**src/hdl/derb_pkg.sv**
```systemverilog
// shared types, codes and widths of the double-ended ring buffer
`default_nettype none

package derb_pkg;

    // widths fixed by the item and result formats
    localparam int OP_W   = 3;
    localparam int OFFS_W = 4;
    localparam int ST_W   = 2;
    localparam int CNT_W  = 5;

    // parameter defaults
    localparam int DEPTH_DEF      = 16;
    localparam int DATA_WIDTH_DEF = 32;

    // capacity after reset
    localparam int CAP_RESET = 16;

    // operation codes
    localparam logic [OP_W-1:0] OP_BACK_PUSH  = 3'd0;
    localparam logic [OP_W-1:0] OP_FRONT_PUSH = 3'd1;
    localparam logic [OP_W-1:0] OP_BACK_POP   = 3'd2;
    localparam logic [OP_W-1:0] OP_FRONT_POP  = 3'd3;
    localparam logic [OP_W-1:0] OP_PEEK       = 3'd4;
    localparam logic [OP_W-1:0] OP_CLEAR      = 3'd5;

    // status codes
    localparam logic [ST_W-1:0] ST_OK        = 2'd0;
    localparam logic [ST_W-1:0] ST_POP_EMPTY = 2'd1;
    localparam logic [ST_W-1:0] ST_PEEK_OOR  = 2'd2;
    localparam logic [ST_W-1:0] ST_OVERWRITE = 2'd3;

    // commands from the controller to the datapath
    typedef struct packed {
        logic capture;
        logic exec;
        logic load_out;
    } derb_cmd_t;

endpackage

`default_nettype wire

```
**src/hdl/derb_req_if.sv**
```systemverilog
// request channel: operation, data word and peek offset
`default_nettype none

interface derb_req_if
    import derb_pkg::*;
#(
    parameter int DATA_WIDTH = DATA_WIDTH_DEF
) ();

    logic                  valid;
    logic                  ready;
    logic [OP_W-1:0]       operation;
    logic [DATA_WIDTH-1:0] item;
    logic [OFFS_W-1:0]     offset;

    modport source (
        output valid,
        input  ready,
        output operation,
        output item,
        output offset
    );

    modport sink (
        input  valid,
        output ready,
        input  operation,
        input  item,
        input  offset
    );

endinterface

`default_nettype wire

```
**src/hdl/derb_rsp_if.sv**
```systemverilog
// result channel: read data, status and fill level
`default_nettype none

interface derb_rsp_if
    import derb_pkg::*;
#(
    parameter int DATA_WIDTH = DATA_WIDTH_DEF
) ();

    logic                  valid;
    logic                  ready;
    logic [DATA_WIDTH-1:0] read_data;
    logic                  read_valid;
    logic [ST_W-1:0]       status;
    logic [CNT_W-1:0]      fill_count;
    logic                  is_empty;
    logic                  is_full;

    modport source (
        output valid,
        input  ready,
        output read_data,
        output read_valid,
        output status,
        output fill_count,
        output is_empty,
        output is_full
    );

    modport sink (
        input  valid,
        output ready,
        input  read_data,
        input  read_valid,
        input  status,
        input  fill_count,
        input  is_empty,
        input  is_full
    );

endinterface

`default_nettype wire

```
**src/hdl/derb_ctrl.sv**
```systemverilog
// controller state machine: capture, execute, deliver
`default_nettype none

module derb_ctrl
    import derb_pkg::*;
(
    input  wire logic       clk,
    input  wire logic       rst_n,
    input  wire logic       in_valid,
    output logic            in_ready,
    output logic            out_valid,
    input  wire logic       out_ready,
    output derb_cmd_t       cmd
);

    localparam logic [1:0] S_IDLE = 2'd0;
    localparam logic [1:0] S_EXEC = 2'd1;
    localparam logic [1:0] S_FIN  = 2'd2;

    logic [1:0] state_reg, state_next;
    logic       out_valid_reg, out_valid_next;

    always_comb
    begin
        state_next     = state_reg;
        out_valid_next = out_valid_reg;
        cmd            = '0;
        in_ready       = 1'b0;
        // result taken downstream
        if (out_valid_reg && out_ready)
        begin
            out_valid_next = 1'b0;
        end
        unique case (state_reg)
            S_IDLE:
            begin
                in_ready = 1'b1;
                if (in_valid)
                begin
                    cmd.capture = 1'b1;
                    state_next  = S_EXEC;
                end
            end
            S_EXEC:
            begin
                cmd.exec   = 1'b1;
                state_next = S_FIN;
            end
            S_FIN:
            begin
                // output register free or emptying this cycle
                if (!out_valid_reg || out_ready)
                begin
                    cmd.load_out   = 1'b1;
                    out_valid_next = 1'b1;
                    state_next     = S_IDLE;
                end
            end
            default:
            begin
                state_next = S_IDLE;
            end
        endcase
    end

    always_ff @(posedge clk or negedge rst_n)
    begin
        if (!rst_n)
        begin
            state_reg     <= S_IDLE;
            out_valid_reg <= 1'b0;
        end
        else
        begin
            state_reg     <= state_next;
            out_valid_reg <= out_valid_next;
        end
    end

    assign out_valid = out_valid_reg;

    a_cmd_onehot: assert property (@(posedge clk) disable iff (!rst_n)
        $onehot0(cmd))
        else $error("more than one datapath command at once");

    a_accept_exec: assert property (@(posedge clk) disable iff (!rst_n)
        (in_valid && in_ready) |=> (state_reg == S_EXEC))
        else $error("accepted transfer not executed next cycle");

    a_load_in_fin: assert property (@(posedge clk) disable iff (!rst_n)
        cmd.load_out |-> (state_reg == S_FIN))
        else $error("output loaded outside finish state");

    a_valid_rise: assert property (@(posedge clk) disable iff (!rst_n)
        $rose(out_valid_reg) |-> ($past(state_reg) == S_FIN))
        else $error("result valid raised without a finished operation");

endmodule

`default_nettype wire

```
**src/hdl/derb_dp.sv**
```systemverilog
// datapath: entry memory, ring pointers, fill count and result registers
`default_nettype none

module derb_dp
    import derb_pkg::*;
#(
    parameter int DEPTH      = DEPTH_DEF,
    parameter int DATA_WIDTH = DATA_WIDTH_DEF
) (
    input  wire logic                  clk,
    input  wire logic                  rst_n,
    input  wire derb_cmd_t             cmd,
    input  wire logic                  cfg_we,
    input  wire logic [CNT_W-1:0]      cfg_wdata,
    input  wire logic [OP_W-1:0]       operation,
    input  wire logic [DATA_WIDTH-1:0] item,
    input  wire logic [OFFS_W-1:0]     offset,
    output logic [DATA_WIDTH-1:0]      read_data,
    output logic                       read_valid,
    output logic [ST_W-1:0]            status,
    output logic [CNT_W-1:0]           fill_count,
    output logic                       is_empty,
    output logic                       is_full
);

    localparam int IW = $clog2(DEPTH);
    // arithmetic width: holds DEPTH, capacity and head plus offset
    localparam int AW = ((IW > CNT_W) ? IW : CNT_W) + 1;

    function automatic logic [AW-1:0] cap_clamp(input logic [AW-1:0] w);
        logic [AW-1:0] c;
        c = w;
        if (w == '0)
        begin
            c = AW'(1);
        end
        else if (w > AW'(DEPTH))
        begin
            c = AW'(DEPTH);
        end
        return c;
    endfunction

    // entry memory
    logic [DATA_WIDTH-1:0] mem [DEPTH];
    logic [DATA_WIDTH-1:0] mem_q_reg;

    // captured request
    logic [OP_W-1:0]       op_reg;
    logic [DATA_WIDTH-1:0] item_reg;
    logic [OFFS_W-1:0]     offs_reg;

    // ring state
    logic [AW-1:0]    cap_reg;
    logic [IW-1:0]    head_reg, head_next;
    logic [IW-1:0]    tail_reg, tail_next;
    logic [CNT_W-1:0] count_reg, count_next;

    // staged result of the executed operation
    logic             rvalid_reg, rvalid_next;
    logic [ST_W-1:0]  st_reg, st_next;

    // output registers
    logic [DATA_WIDTH-1:0] rdata_out_reg;
    logic                  rvalid_out_reg;
    logic [ST_W-1:0]       st_out_reg;
    logic [CNT_W-1:0]      fill_out_reg;
    logic                  empty_out_reg;
    logic                  full_out_reg;

    logic          mem_we, mem_re;
    logic [IW-1:0] waddr, raddr;

    logic [AW-1:0] head_ext, tail_ext, count_ext, pos_sum;
    logic [IW-1:0] head_inc, head_dec, tail_inc, tail_dec, peek_pos;
    logic          full_now, empty_now;

    always_comb
    begin
        head_ext  = AW'(head_reg);
        tail_ext  = AW'(tail_reg);
        count_ext = AW'(count_reg);
        head_inc  = ((head_ext + AW'(1)) >= cap_reg) ? '0 : (head_reg + IW'(1));
        tail_inc  = ((tail_ext + AW'(1)) >= cap_reg) ? '0 : (tail_reg + IW'(1));
        head_dec  = (head_reg == '0) ? IW'(cap_reg - AW'(1)) : (head_reg - IW'(1));
        tail_dec  = (tail_reg == '0) ? IW'(cap_reg - AW'(1)) : (tail_reg - IW'(1));
        pos_sum   = head_ext + AW'(offs_reg);
        if (pos_sum >= cap_reg)
        begin
            pos_sum = pos_sum - cap_reg;
        end
        peek_pos  = pos_sum[IW-1:0];
        full_now  = (count_ext >= cap_reg);
        empty_now = (count_reg == '0);
    end

    always_comb
    begin
        head_next   = head_reg;
        tail_next   = tail_reg;
        count_next  = count_reg;
        rvalid_next = 1'b0;
        st_next     = ST_OK;
        mem_we      = 1'b0;
        mem_re      = 1'b0;
        waddr       = tail_reg;
        raddr       = head_reg;
        unique case (op_reg)
            OP_BACK_PUSH:
            begin
                mem_we    = 1'b1;
                waddr     = tail_reg;
                tail_next = tail_inc;
                if (full_now)
                begin
                    head_next = tail_inc;
                    st_next   = ST_OVERWRITE;
                end
                else
                begin
                    count_next = count_reg + CNT_W'(1);
                end
            end
            OP_FRONT_PUSH:
            begin
                mem_we    = 1'b1;
                waddr     = head_dec;
                head_next = head_dec;
                if (full_now)
                begin
                    tail_next = head_dec;
                    st_next   = ST_OVERWRITE;
                end
                else
                begin
                    count_next = count_reg + CNT_W'(1);
                end
            end
            OP_BACK_POP:
            begin
                if (empty_now)
                begin
                    st_next = ST_POP_EMPTY;
                end
                else
                begin
                    mem_re      = 1'b1;
                    raddr       = tail_dec;
                    tail_next   = tail_dec;
                    rvalid_next = 1'b1;
                    count_next  = count_reg - CNT_W'(1);
                end
            end
            OP_FRONT_POP:
            begin
                if (empty_now)
                begin
                    st_next = ST_POP_EMPTY;
                end
                else
                begin
                    mem_re      = 1'b1;
                    raddr       = head_reg;
                    head_next   = head_inc;
                    rvalid_next = 1'b1;
                    count_next  = count_reg - CNT_W'(1);
                end
            end
            OP_PEEK:
            begin
                if (CNT_W'(offs_reg) >= count_reg)
                begin
                    st_next = ST_PEEK_OOR;
                end
                else
                begin
                    mem_re      = 1'b1;
                    raddr       = peek_pos;
                    rvalid_next = 1'b1;
                end
            end
            OP_CLEAR:
            begin
                head_next  = '0;
                tail_next  = '0;
                count_next = '0;
            end
            default:
            begin
            end
        endcase
    end

    // memory: at most one write or one registered read per operation, never both
    always_ff @(posedge clk)
    begin
        if (cmd.exec && mem_we)
        begin
            mem[waddr] <= item_reg;
        end
        if (cmd.exec && mem_re)
        begin
            mem_q_reg <= mem[raddr];
        end
    end

    always_ff @(posedge clk)
    begin
        if (cmd.capture)
        begin
            op_reg   <= operation;
            item_reg <= item;
            offs_reg <= offset;
        end
        if (cmd.exec)
        begin
            st_reg <= st_next;
        end
        if (cmd.load_out)
        begin
            rdata_out_reg  <= rvalid_reg ? mem_q_reg : '0;
            rvalid_out_reg <= rvalid_reg;
            st_out_reg     <= st_reg;
            fill_out_reg   <= count_reg;
            empty_out_reg  <= (count_reg == '0);
            full_out_reg   <= (AW'(count_reg) == cap_reg);
        end
    end

    always_ff @(posedge clk or negedge rst_n)
    begin
        if (!rst_n)
        begin
            cap_reg    <= cap_clamp(AW'(CAP_RESET));
            head_reg   <= '0;
            tail_reg   <= '0;
            count_reg  <= '0;
            rvalid_reg <= 1'b0;
        end
        else if (cfg_we)
        begin
            cap_reg   <= cap_clamp(AW'(cfg_wdata));
            head_reg  <= '0;
            tail_reg  <= '0;
            count_reg <= '0;
        end
        else if (cmd.exec)
        begin
            head_reg   <= head_next;
            tail_reg   <= tail_next;
            count_reg  <= count_next;
            rvalid_reg <= rvalid_next;
        end
    end

    assign read_data  = rdata_out_reg;
    assign read_valid = rvalid_out_reg;
    assign status     = st_out_reg;
    assign fill_count = fill_out_reg;
    assign is_empty   = empty_out_reg;
    assign is_full    = full_out_reg;

    a_count_cap: assert property (@(posedge clk) disable iff (!rst_n)
        AW'(count_reg) <= cap_reg)
        else $error("fill count above capacity");

    a_ptr_range: assert property (@(posedge clk) disable iff (!rst_n)
        (AW'(head_reg) < cap_reg) && (AW'(tail_reg) < cap_reg))
        else $error("ring pointer outside capacity");

    a_empty_ptrs: assert property (@(posedge clk) disable iff (!rst_n)
        (count_reg == '0) |-> (head_reg == tail_reg))
        else $error("empty ring with head and tail apart");

    a_no_rw_clash: assert property (@(posedge clk) disable iff (!rst_n)
        cmd.exec |-> !(mem_we && mem_re))
        else $error("memory written and read by one operation");

endmodule

`default_nettype wire

```
**src/hdl/double_ended_ring_buffer.sv**
```systemverilog
// top level of the double-ended ring buffer
//
//  channel   dir  handshake        payload
//  request   in   valid / ready    operation, item, offset
//  result    out  valid / ready    read_data, read_valid, status, fill_count,
//                                  is_empty, is_full
//  cfg       in   cfg_we           cfg_wdata = capacity in use
//
//  one operation runs from transfer to result as capture, then execute
//  (pointer update, memory write or read issue), then load of the output register
//  once the registered memory read data is back
//  the next request transfer is taken while the previous result still waits
//  async active-low reset: empty ring, capacity 16 (clamped to DEPTH); no
//  clearing pass, memory content is only read after being written
//  a stalled result holds its registers; the controller then waits in the
//  finish state and takes no new request
`default_nettype none

module double_ended_ring_buffer
    import derb_pkg::*;
#(
    parameter int DEPTH      = DEPTH_DEF,
    parameter int DATA_WIDTH = DATA_WIDTH_DEF
) (
    input  wire logic             clk,
    input  wire logic             rst_n,
    input  wire logic             cfg_we,
    input  wire logic [CNT_W-1:0] cfg_wdata,
    derb_req_if.sink              request,
    derb_rsp_if.source            result
);

    // command bundle from controller to datapath
    derb_cmd_t cmd;

    // controller owns the handshakes on both channels
    derb_ctrl u_ctrl (
        .clk       (clk),
        .rst_n     (rst_n),
        .in_valid  (request.valid),
        .in_ready  (request.ready),
        .out_valid (result.valid),
        .out_ready (result.ready),
        .cmd       (cmd)
    );

    // datapath holds the memory, ring pointers and result registers
    derb_dp #(
        .DEPTH      (DEPTH),
        .DATA_WIDTH (DATA_WIDTH)
    ) u_dp (
        .clk        (clk),
        .rst_n      (rst_n),
        .cmd        (cmd),
        .cfg_we     (cfg_we),
        .cfg_wdata  (cfg_wdata),
        .operation  (request.operation),
        .item       (request.item),
        .offset     (request.offset),
        .read_data  (result.read_data),
        .read_valid (result.read_valid),
        .status     (result.status),
        .fill_count (result.fill_count),
        .is_empty   (result.is_empty),
        .is_full    (result.is_full)
    );

endmodule

`default_nettype wire
```
**src/flat_wrapper.sv**
```systemverilog
// flat-port wrapper written by rule: the top's interface ports become plain ports
module double_ended_ring_buffer_flat import derb_pkg::*;
#(
    parameter int DEPTH      = DEPTH_DEF,
    parameter int DATA_WIDTH = DATA_WIDTH_DEF
)
  (clk, rst_n, cfg_we, cfg_wdata, request_valid, request_ready, request_operation, request_item, request_offset, result_valid, result_ready, result_read_data, result_read_valid, result_status, result_fill_count, result_is_empty, result_is_full);
  derb_req_if #(.DATA_WIDTH(DATA_WIDTH)) request_i ();
  derb_rsp_if #(.DATA_WIDTH(DATA_WIDTH)) result_i ();
  input  wire logic clk;
  input  wire logic rst_n;
  input  wire logic cfg_we;
  input  wire logic [CNT_W-1:0] cfg_wdata;
  input wire logic [$bits(request_i.valid)-1:0] request_valid;
  output wire logic [$bits(request_i.ready)-1:0] request_ready;
  input wire logic [$bits(request_i.operation)-1:0] request_operation;
  input wire logic [$bits(request_i.item)-1:0] request_item;
  input wire logic [$bits(request_i.offset)-1:0] request_offset;
  output wire logic [$bits(result_i.valid)-1:0] result_valid;
  input wire logic [$bits(result_i.ready)-1:0] result_ready;
  output wire logic [$bits(result_i.read_data)-1:0] result_read_data;
  output wire logic [$bits(result_i.read_valid)-1:0] result_read_valid;
  output wire logic [$bits(result_i.status)-1:0] result_status;
  output wire logic [$bits(result_i.fill_count)-1:0] result_fill_count;
  output wire logic [$bits(result_i.is_empty)-1:0] result_is_empty;
  output wire logic [$bits(result_i.is_full)-1:0] result_is_full;
  assign request_i.valid = request_valid;
  assign request_ready = request_i.ready;
  assign request_i.operation = request_operation;
  assign request_i.item = request_item;
  assign request_i.offset = request_offset;
  assign result_valid = result_i.valid;
  assign result_i.ready = result_ready;
  assign result_read_data = result_i.read_data;
  assign result_read_valid = result_i.read_valid;
  assign result_status = result_i.status;
  assign result_fill_count = result_i.fill_count;
  assign result_is_empty = result_i.is_empty;
  assign result_is_full = result_i.is_full;
  double_ended_ring_buffer #(.DEPTH(DEPTH), .DATA_WIDTH(DATA_WIDTH)) u_core (.clk(clk), .rst_n(rst_n), .cfg_we(cfg_we), .cfg_wdata(cfg_wdata), .request(request_i), .result(result_i));
endmodule
```
**config.mk**
```make
export PLATFORM = sky130hd
export DESIGN_NAME = double_ended_ring_buffer_flat
export DESIGN_NICKNAME = d
export VERILOG_FILES = /design/src/hdl/derb_pkg.sv /design/src/hdl/derb_req_if.sv /design/src/hdl/derb_rsp_if.sv /design/src/hdl/derb_ctrl.sv /design/src/hdl/derb_dp.sv /design/src/hdl/double_ended_ring_buffer.sv /design/src/flat_wrapper.sv
export SDC_FILE = /design/constraint.sdc
export NUM_CORES = 1
export LEC_CHECK = 0
export BUFFER_PORTS_ARGS = -buffer_cell sky130_fd_sc_hd__clkbuf_2
export CAP_MARGIN = 20
export CELL_PAD_IN_SITES_DETAIL_PLACEMENT = 0
export CELL_PAD_IN_SITES_GLOBAL_PLACEMENT = 2
export CORE_MARGIN = 1
export CORE_UTILIZATION = 49
export CTS_BUF_LIST = sky130_fd_sc_hd__clkbuf_4
export DETAILED_ROUTE_END_ITERATION = 8
export PLACE_DENSITY = 0.89
export SYNTH_ARGS = -nofsm -noshare
export SYNTH_HDL_FRONTEND = slang
export SYNTH_HIERARCHICAL = 1
export SYNTH_SLANG_ARGS = --single-unit
```
**constraint.sdc**
```tcl
create_clock -name clk -period 7.3 [get_ports clk]
set_input_delay 1.095 -clock clk [delete_from_list [all_inputs] [get_ports clk]]
set_output_delay 1.095 -clock clk [all_outputs]
set_load 0.1 [all_outputs]
```
==> flow_metrics.env, run 1 <==
export IMPL_max_vdd_ir_drop_v=0.0001782
export IMPL_cp_cell_sequence="ha_1, a21o_1, a21oi_1, xnor2_1, ha_1, a21oi_1, a21boi_1, or3_1, and3_1, buf_4, nor2_4, buf_12, mux2_2, o211ai_1, a211oi_2"
export IMPL_routedWlPerCell_um=23.35
export IMPL_synth_edf_count=627
export IMPL_rows=84
export IMPL_start_util=0.4992
export IMPL_synth_cell_type_count=75
export IMPL_slowest_stage="buf_12"
export IMPL_synth_seq_cells=649
export IMPL_ys_top_cells_by_area="edfxtp_1, mux2i_1, a32o_1"
export IMPL_max_stage_delay_ns=0.57
export IMPL_yosysTopAreaCell="edfxtp_1"
export IMPL_path_class="flip-flop to flip-flop"
export IMPL_ys_async_sr_fraction=0.03390
export IMPL_grt_antenna_before_repair=2
export IMPL_syn_area_um2=26390
export IMPL_outcome="finished with violations"
export IMPL_r2r_start="u_core/u_dp/head_reg[1]"
export IMPL_synthCells=1625
export IMPL_via_per_inst=5.709
export IMPL_ys_seq_area_frac=0.7344
export IMPL_dieHeight_um=234.1
export IMPL_area_delta_synth_final_pct=13.46
export IMPL_place_inst=2352
export IMPL_htreeDepth=4
export IMPL_arrival_ns=5.68
export IMPL_drt_first_iter_violations=1142
export IMPL_regMostFlops="u_core/u_dp/mem"
export IMPL_cts_buffers=166
export IMPL_relSlewSlack=0.2192
export IMPL_finalHoldViolCount=0
export IMPL_r2r_slack_ns=2.32
export IMPL_layoutNonFillerInstCount=2640
export IMPL_clock_sinks=649
export IMPL_cts_root_buffer="clkbuf_4"
export IMPL_core_um2=52870
export IMPL_path_buf_inv=2
export IMPL_end_kind="flip-flop"
export IMPL_die_w_um=234.1
export IMPL_power_leakage_uw=0.01059
export IMPL_drt_pass1_iter_count=7
export IMPL_gp_congestion=0.8008
export IMPL_largest_reg_flops=512
export IMPL_cp_start_kind="flip-flop"
export IMPL_dp_hpwl_um=34350
export IMPL_met1_usage=0.3083
export IMPL_fill_cells=4168
export IMPL_cts_resized=0
export IMPL_finalCritPeriodShare=0.6820
export IMPL_ios=93
export IMPL_track_usage=0.2331
export IMPL_worst_r2r_cell_count=15
export IMPL_maxCapViolations=0
export IMPL_met2_usage=0.3741
export IMPL_gr_max_usage_layer="met2"
export IMPL_r2r_end="u_core/u_dp/mem_q_reg[3]"
export IMPL_synth_main_ff_cell="edfxtp_1"
export IMPL_tightest_slew_ns=1.171
export IMPL_skew_ns=0.04809
export IMPL_drive_gt1_frac=0.2530
export IMPL_cts_hold_buf=0
export IMPL_antenna_left=0
export IMPL_die_area_um2=54790
export IMPL_critPathMaxFanout=160
export IMPL_grt_max_degree=161
export IMPL_cts_tree="done"
export IMPL_violations="design-rule violations"
export IMPL_cts_setup_buffers=0
export IMPL_synth_top_area_frac=0.7134
export IMPL_nNetsFinal=1926
export IMPL_portBuffers=92
export IMPL_finalCriticalPeriod_ns=4.979
export IMPL_gr_usage_met3=0.05545
export IMPL_setup_viol=0
export IMPL_synth_most_common_cell="edfxtp_1"
export IMPL_hold_path_class="input pin to async pin"
export IMPL_drc_errors=6
export IMPL_synth_warnings=6
export IMPL_clock_path_buffers=3
export IMPL_rsz0062_at_grt="false"
export IMPL_grt_pass1_wl_um=92340
export IMPL_gr_total_overflow=0
export IMPL_path_clk_slew_ns=0.07
export IMPL_drv_slew=0
export IMPL_syn_area_per_cell_um2=16.24
export IMPL_tns_ns=0
export IMPL_synth_nets=1713
export IMPL_wl_um=61640
export IMPL_grt_pass1_vias=15210
export IMPL_cp_required_ns=8.00
export IMPL_synth_common_cells="edfxtp_1, nand2_1, mux2i_1"
export IMPL_power_density_nw_per_um2=329.9
export IMPL_crit_family="compound AO/OA/AOI/OAI gates"
export IMPL_clk_insertion_delay_late_ns=1.00
export IMPL_timing_fmax_mhz=200.8
export IMPL_vias=15070
## per-layer routing
metal	routed length, µm	part of all wire	up-vias
met5	0	0	-
li1	-	-	6887
met1	25930	0.42	7525
met4	1170	0.019	0
met3	4589	0.074	78
met2	29960	0.49	581
## cell families after synthesis
| group | share of synthesized area |
|---|---|
| mux | 0.06538 |
| simple gates | 0.06609 |
| buf+inv | 0.02062 |
| flops | 0.7344 |
| fa+ha+maj | 0.01934 |
| compound gates | 0.09022 |
| xor+xnor | 0.003983 |
## layout by cell type, fill, tap and decap left out, drive strengths merged, types with 6 or more instances in the layout
cell type,n
or3,6
nand2,155
a211oi,39
nand2b,13
o21ai,53
xor2,7
a32o,64
edfxtp,627
clkinv,36
inv,28
nand3,70
o22a,32
mux2i,133
ha,36
nor2,49
clkbuf,325
buf,37
nor2b,10
o211ai,35
a21o,13
and2,37
mux2,35
dfrtp,21
a21oi,13
## final cells by class
cell class	count	area [µm²]	area share
flip-flops and latches	649	19380	0.6473
diodes	3	7.507	0.0002507
repair buffers	129	868.3	0.02900
well taps	688	860.8	0.02875
clock inverters	46	340.3	0.01137
inverters	26	97.59	0.003260
clock buffers	233	1749	0.05842
multi-input cells	866	6638	0.2217
## how the worst max path moves through the flow
stage                     cells past startpoint  slack, ns               startpoint                         to
after floorplan                               8       3.49  u_core/u_dp/head_reg[0]     u_core/u_dp/mem[11][0]
final                                        15       2.32  u_core/u_dp/head_reg[1]   u_core/u_dp/mem_q_reg[3]
after detailed placement                     14       2.37  u_core/u_dp/head_reg[0]  u_core/u_dp/mem_q_reg[30]
after global placement                       14       2.56  u_core/u_dp/head_reg[0]  u_core/u_dp/mem_q_reg[30]
after global routing                         14       2.03  u_core/u_dp/head_reg[0]   u_core/u_dp/mem_q_reg[0]
after CTS                                    14       2.37  u_core/u_dp/head_reg[1]  u_core/u_dp/mem_q_reg[25]
## per-stage QoR
step                area, µm²  hold slack (ns)    util  power [µW]  setup slack (ns)
finish                  29940           0.1279  0.5664        9878             2.321
global route            29940           0.1030  0.5664       10330             2.033
CTS                     29800          0.04501  0.5636        9967             2.367
detailed placement      27710           0.4045  0.5241        6879             2.368
global placement        27670           0.4048  0.5233        6837             2.564
floorplan               26390           0.4003       -        6256             3.490
## where the power goes
part	leakage, µW	internal (µW)	switching (µW)
combinational	0.00338	745	1530
sequential	0.00597	4370	164
clock	0.00124	1640	1420
(Power assumes the default switching activity.)
==> run 2, diff against run 1 <==
--- a/config.mk
+++ b/config.mk
@@ -10,10 +10,10 @@
 export CELL_PAD_IN_SITES_DETAIL_PLACEMENT = 0
 export CELL_PAD_IN_SITES_GLOBAL_PLACEMENT = 2
 export CORE_MARGIN = 1
-export CORE_UTILIZATION = 49
+export CORE_UTILIZATION = 48
 export CTS_BUF_LIST = sky130_fd_sc_hd__clkbuf_4
 export DETAILED_ROUTE_END_ITERATION = 8
-export PLACE_DENSITY = 0.89
+export PLACE_DENSITY = 0.87
 export SYNTH_ARGS = -nofsm -noshare
 export SYNTH_HDL_FRONTEND = slang
 export SYNTH_HIERARCHICAL = 1
==> constraint.sdc (replaced) <==
create_clock -name clk -period 4.7 [get_ports clk]
set_input_delay 0.705 -clock clk [delete_from_list [all_inputs] [get_ports clk]]
set_output_delay 0.705 -clock clk [all_outputs]
set_load 0.1 [all_outputs]
==> flow_metrics.env, run 2 (synthesis results as in run 1) <==
export IMPL_outcome="finished, final reports clean"
export IMPL_path_clk_slew_ns=0.07
export IMPL_cts_root_buffer="clkbuf_4"
export IMPL_gp_congestion=0.8426
export IMPL_tns_ns=0
export IMPL_setup_viol=0
export IMPL_end_kind="flip-flop"
export IMPL_area_delta_synth_final_pct=16.29
export IMPL_grt_pass1_wl_um=95920
export IMPL_die_area_um2=55920
export IMPL_dieHeight_um=236.5
export IMPL_cp_cell_sequence="ha_1, fa_1, a21o_1, a21o_1, ha_1, nand4_1, o21bai_1, nor2_1, a211oi_2, or2_4, buf_12, nor3_4, buf_4, a32o_1, a211oi_2"
export IMPL_tightest_slew_ns=0.8215
export IMPL_path_class="flip-flop to flip-flop"
export IMPL_dp_hpwl_um=35710
export IMPL_rows=85
export IMPL_drc_errors=0
export IMPL_die_w_um=236.5
export IMPL_grt_antenna_before_repair=2
export IMPL_portBuffers=92
export IMPL_largest_reg_flops=512
export IMPL_drive_gt1_frac=0.2485
export IMPL_layout_common_cells="edfxtp_1, clkbuf_4, nand2_1"
export IMPL_cts_tree="done"
export IMPL_power_leakage_uw=0.01088
export IMPL_wl_um=63670
export IMPL_via_per_inst=5.727
export IMPL_track_usage=0.2334
export IMPL_finalCritPeriodShare=0.9261
export IMPL_antenna_left=0
export IMPL_core_um2=54030
export IMPL_vias=15490
export IMPL_drt_pass1_iter_count=5
export IMPL_cp_required_ns=5.51
export IMPL_max_stage_delay_ns=0.48
export IMPL_cts_buffers=163
export IMPL_timing_fmax_mhz=229.7
export IMPL_clock_path_buffers=3
export IMPL_r2r_start="u_core/u_dp/head_reg[0]"
export IMPL_htreeDepth=4
export IMPL_layout_commonest_cell="edfxtp_1"
export IMPL_regMostFlops="u_core/u_dp/mem"
export IMPL_drt_first_iter_violations=1287
export IMPL_nNetsFinal=1986
export IMPL_hold_path_class="input pin to async pin"
export IMPL_skew_ns=0.05667
export IMPL_fin_util=0.5680
export IMPL_crit_start="u_core/u_dp/head_reg[0]"
export IMPL_finalHoldViolCount=0
export IMPL_clock_sinks=649
export IMPL_maxCapViolations=0
export IMPL_slowest_stage="dfrtp_1"
export IMPL_max_vdd_ir_drop_v=0.0002849
export IMPL_cp_start_kind="flip-flop"
export IMPL_fill_cells=4270
export IMPL_crit_family="compound AO/OA/AOI/OAI gates"
export IMPL_arrival_ns=5.16
export IMPL_path_buf_inv=2
export IMPL_routedWlPerCell_um=23.54
export IMPL_ios=93
export IMPL_grt_max_degree=52
export IMPL_grt_pass1_vias=15980
export IMPL_finalCriticalPeriod_ns=4.353
export IMPL_critPathMaxFanout=37
export IMPL_drv_slew=0
export IMPL_clk_insertion_delay_late_ns=1.00
export IMPL_finalPower_uw=15550
export IMPL_gr_total_overflow=0
export IMPL_power_density_nw_per_um2=506.9
export IMPL_start_util=0.4885
export IMPL_relSlewSlack=0.4510
export IMPL_rsz0062_at_grt="false"
[run 2: cell count changes in the layout (fill, tap and decap cells not counted), moves of 3 or more]
cell,previous run,this run
buf_12,5,21
buf_16,3,0
buf_4,28,32
bufinv_16,5,8
clkbuf_4,233,220
clkinv_1,23,26
clkinv_2,12,8
dlygate4sd3_1,0,47
[run 2: routing by layer]
metal / part of all wire / global-route usage
met3: 0.074 / 0.05421
met1: 0.43 / 0.3083
met4: 0.022 / 0.09917
met5: 0 / 0
met2: 0.48 / 0.3719
[run 2: what timing repair did]
item | in CTS | in global routing
gates resized for setup | 0 | 0
setup buffers | 0 | 0
hold buffers | 47 | 0
endpoints found under the hold margin | 68 | 0
setup endpoints to repair | 0 | 0
[run 2: final cells by class]
cell class / instances / area [µm²] / share of cell area
antenna: 4 / 10.01 / 0.0003262
clock buffer: 220 / 1652 / 0.05382
clock inverter: 51 / 449.2 / 0.01464
inverter: 26 / 97.59 / 0.003180
multi-input combinational: 866 / 6638 / 0.2163
sequential: 649 / 19380 / 0.6315
tap: 696 / 870.8 / 0.02838
timing repair buffer: 192 / 1592 / 0.05186
[run 2: path summary, 6_finish.rpt]
kind	depth (start not counted)	slack, ns	to
min in group clk	2	0.27	u_core/u_dp/head_reg[0]
worst max register to register	15	0.35	u_core/u_dp/mem_q_reg[26]
worst min register to register	0	0.41	u_core/u_dp/status[1]
worst max-delay path	15	0.35	u_core/u_dp/mem_q_reg[26]
worst min-delay path	2	0.26	u_core/u_dp/head_reg[0]
max in group asynchronous	2	4.00	u_core/u_dp/tail_reg[2]
[run 2: report_power, final]
part	internal, µW	switching (µW)
clock	2610	2240
sequential	6790	255
combinational	1250	2400
[run 2: per-stage QoR]
step | instance area [µm²] | hold WS (ns) | instances | worst slack (ns)
after detailed placement | 28110 | 0.4054 | 2382 | 0.4352
after floorplan | 26390 | 0.4003 | 1625 | 0.8904
after global routing | 30680 | 0.2728 | 2701 | 0.1025
after CTS | 30680 | 0.1555 | 2700 | 0.3706
final | 30690 | 0.2592 | 2704 | 0.3474
after global placement | 28090 | 0.4037 | 2381 | 0.5234
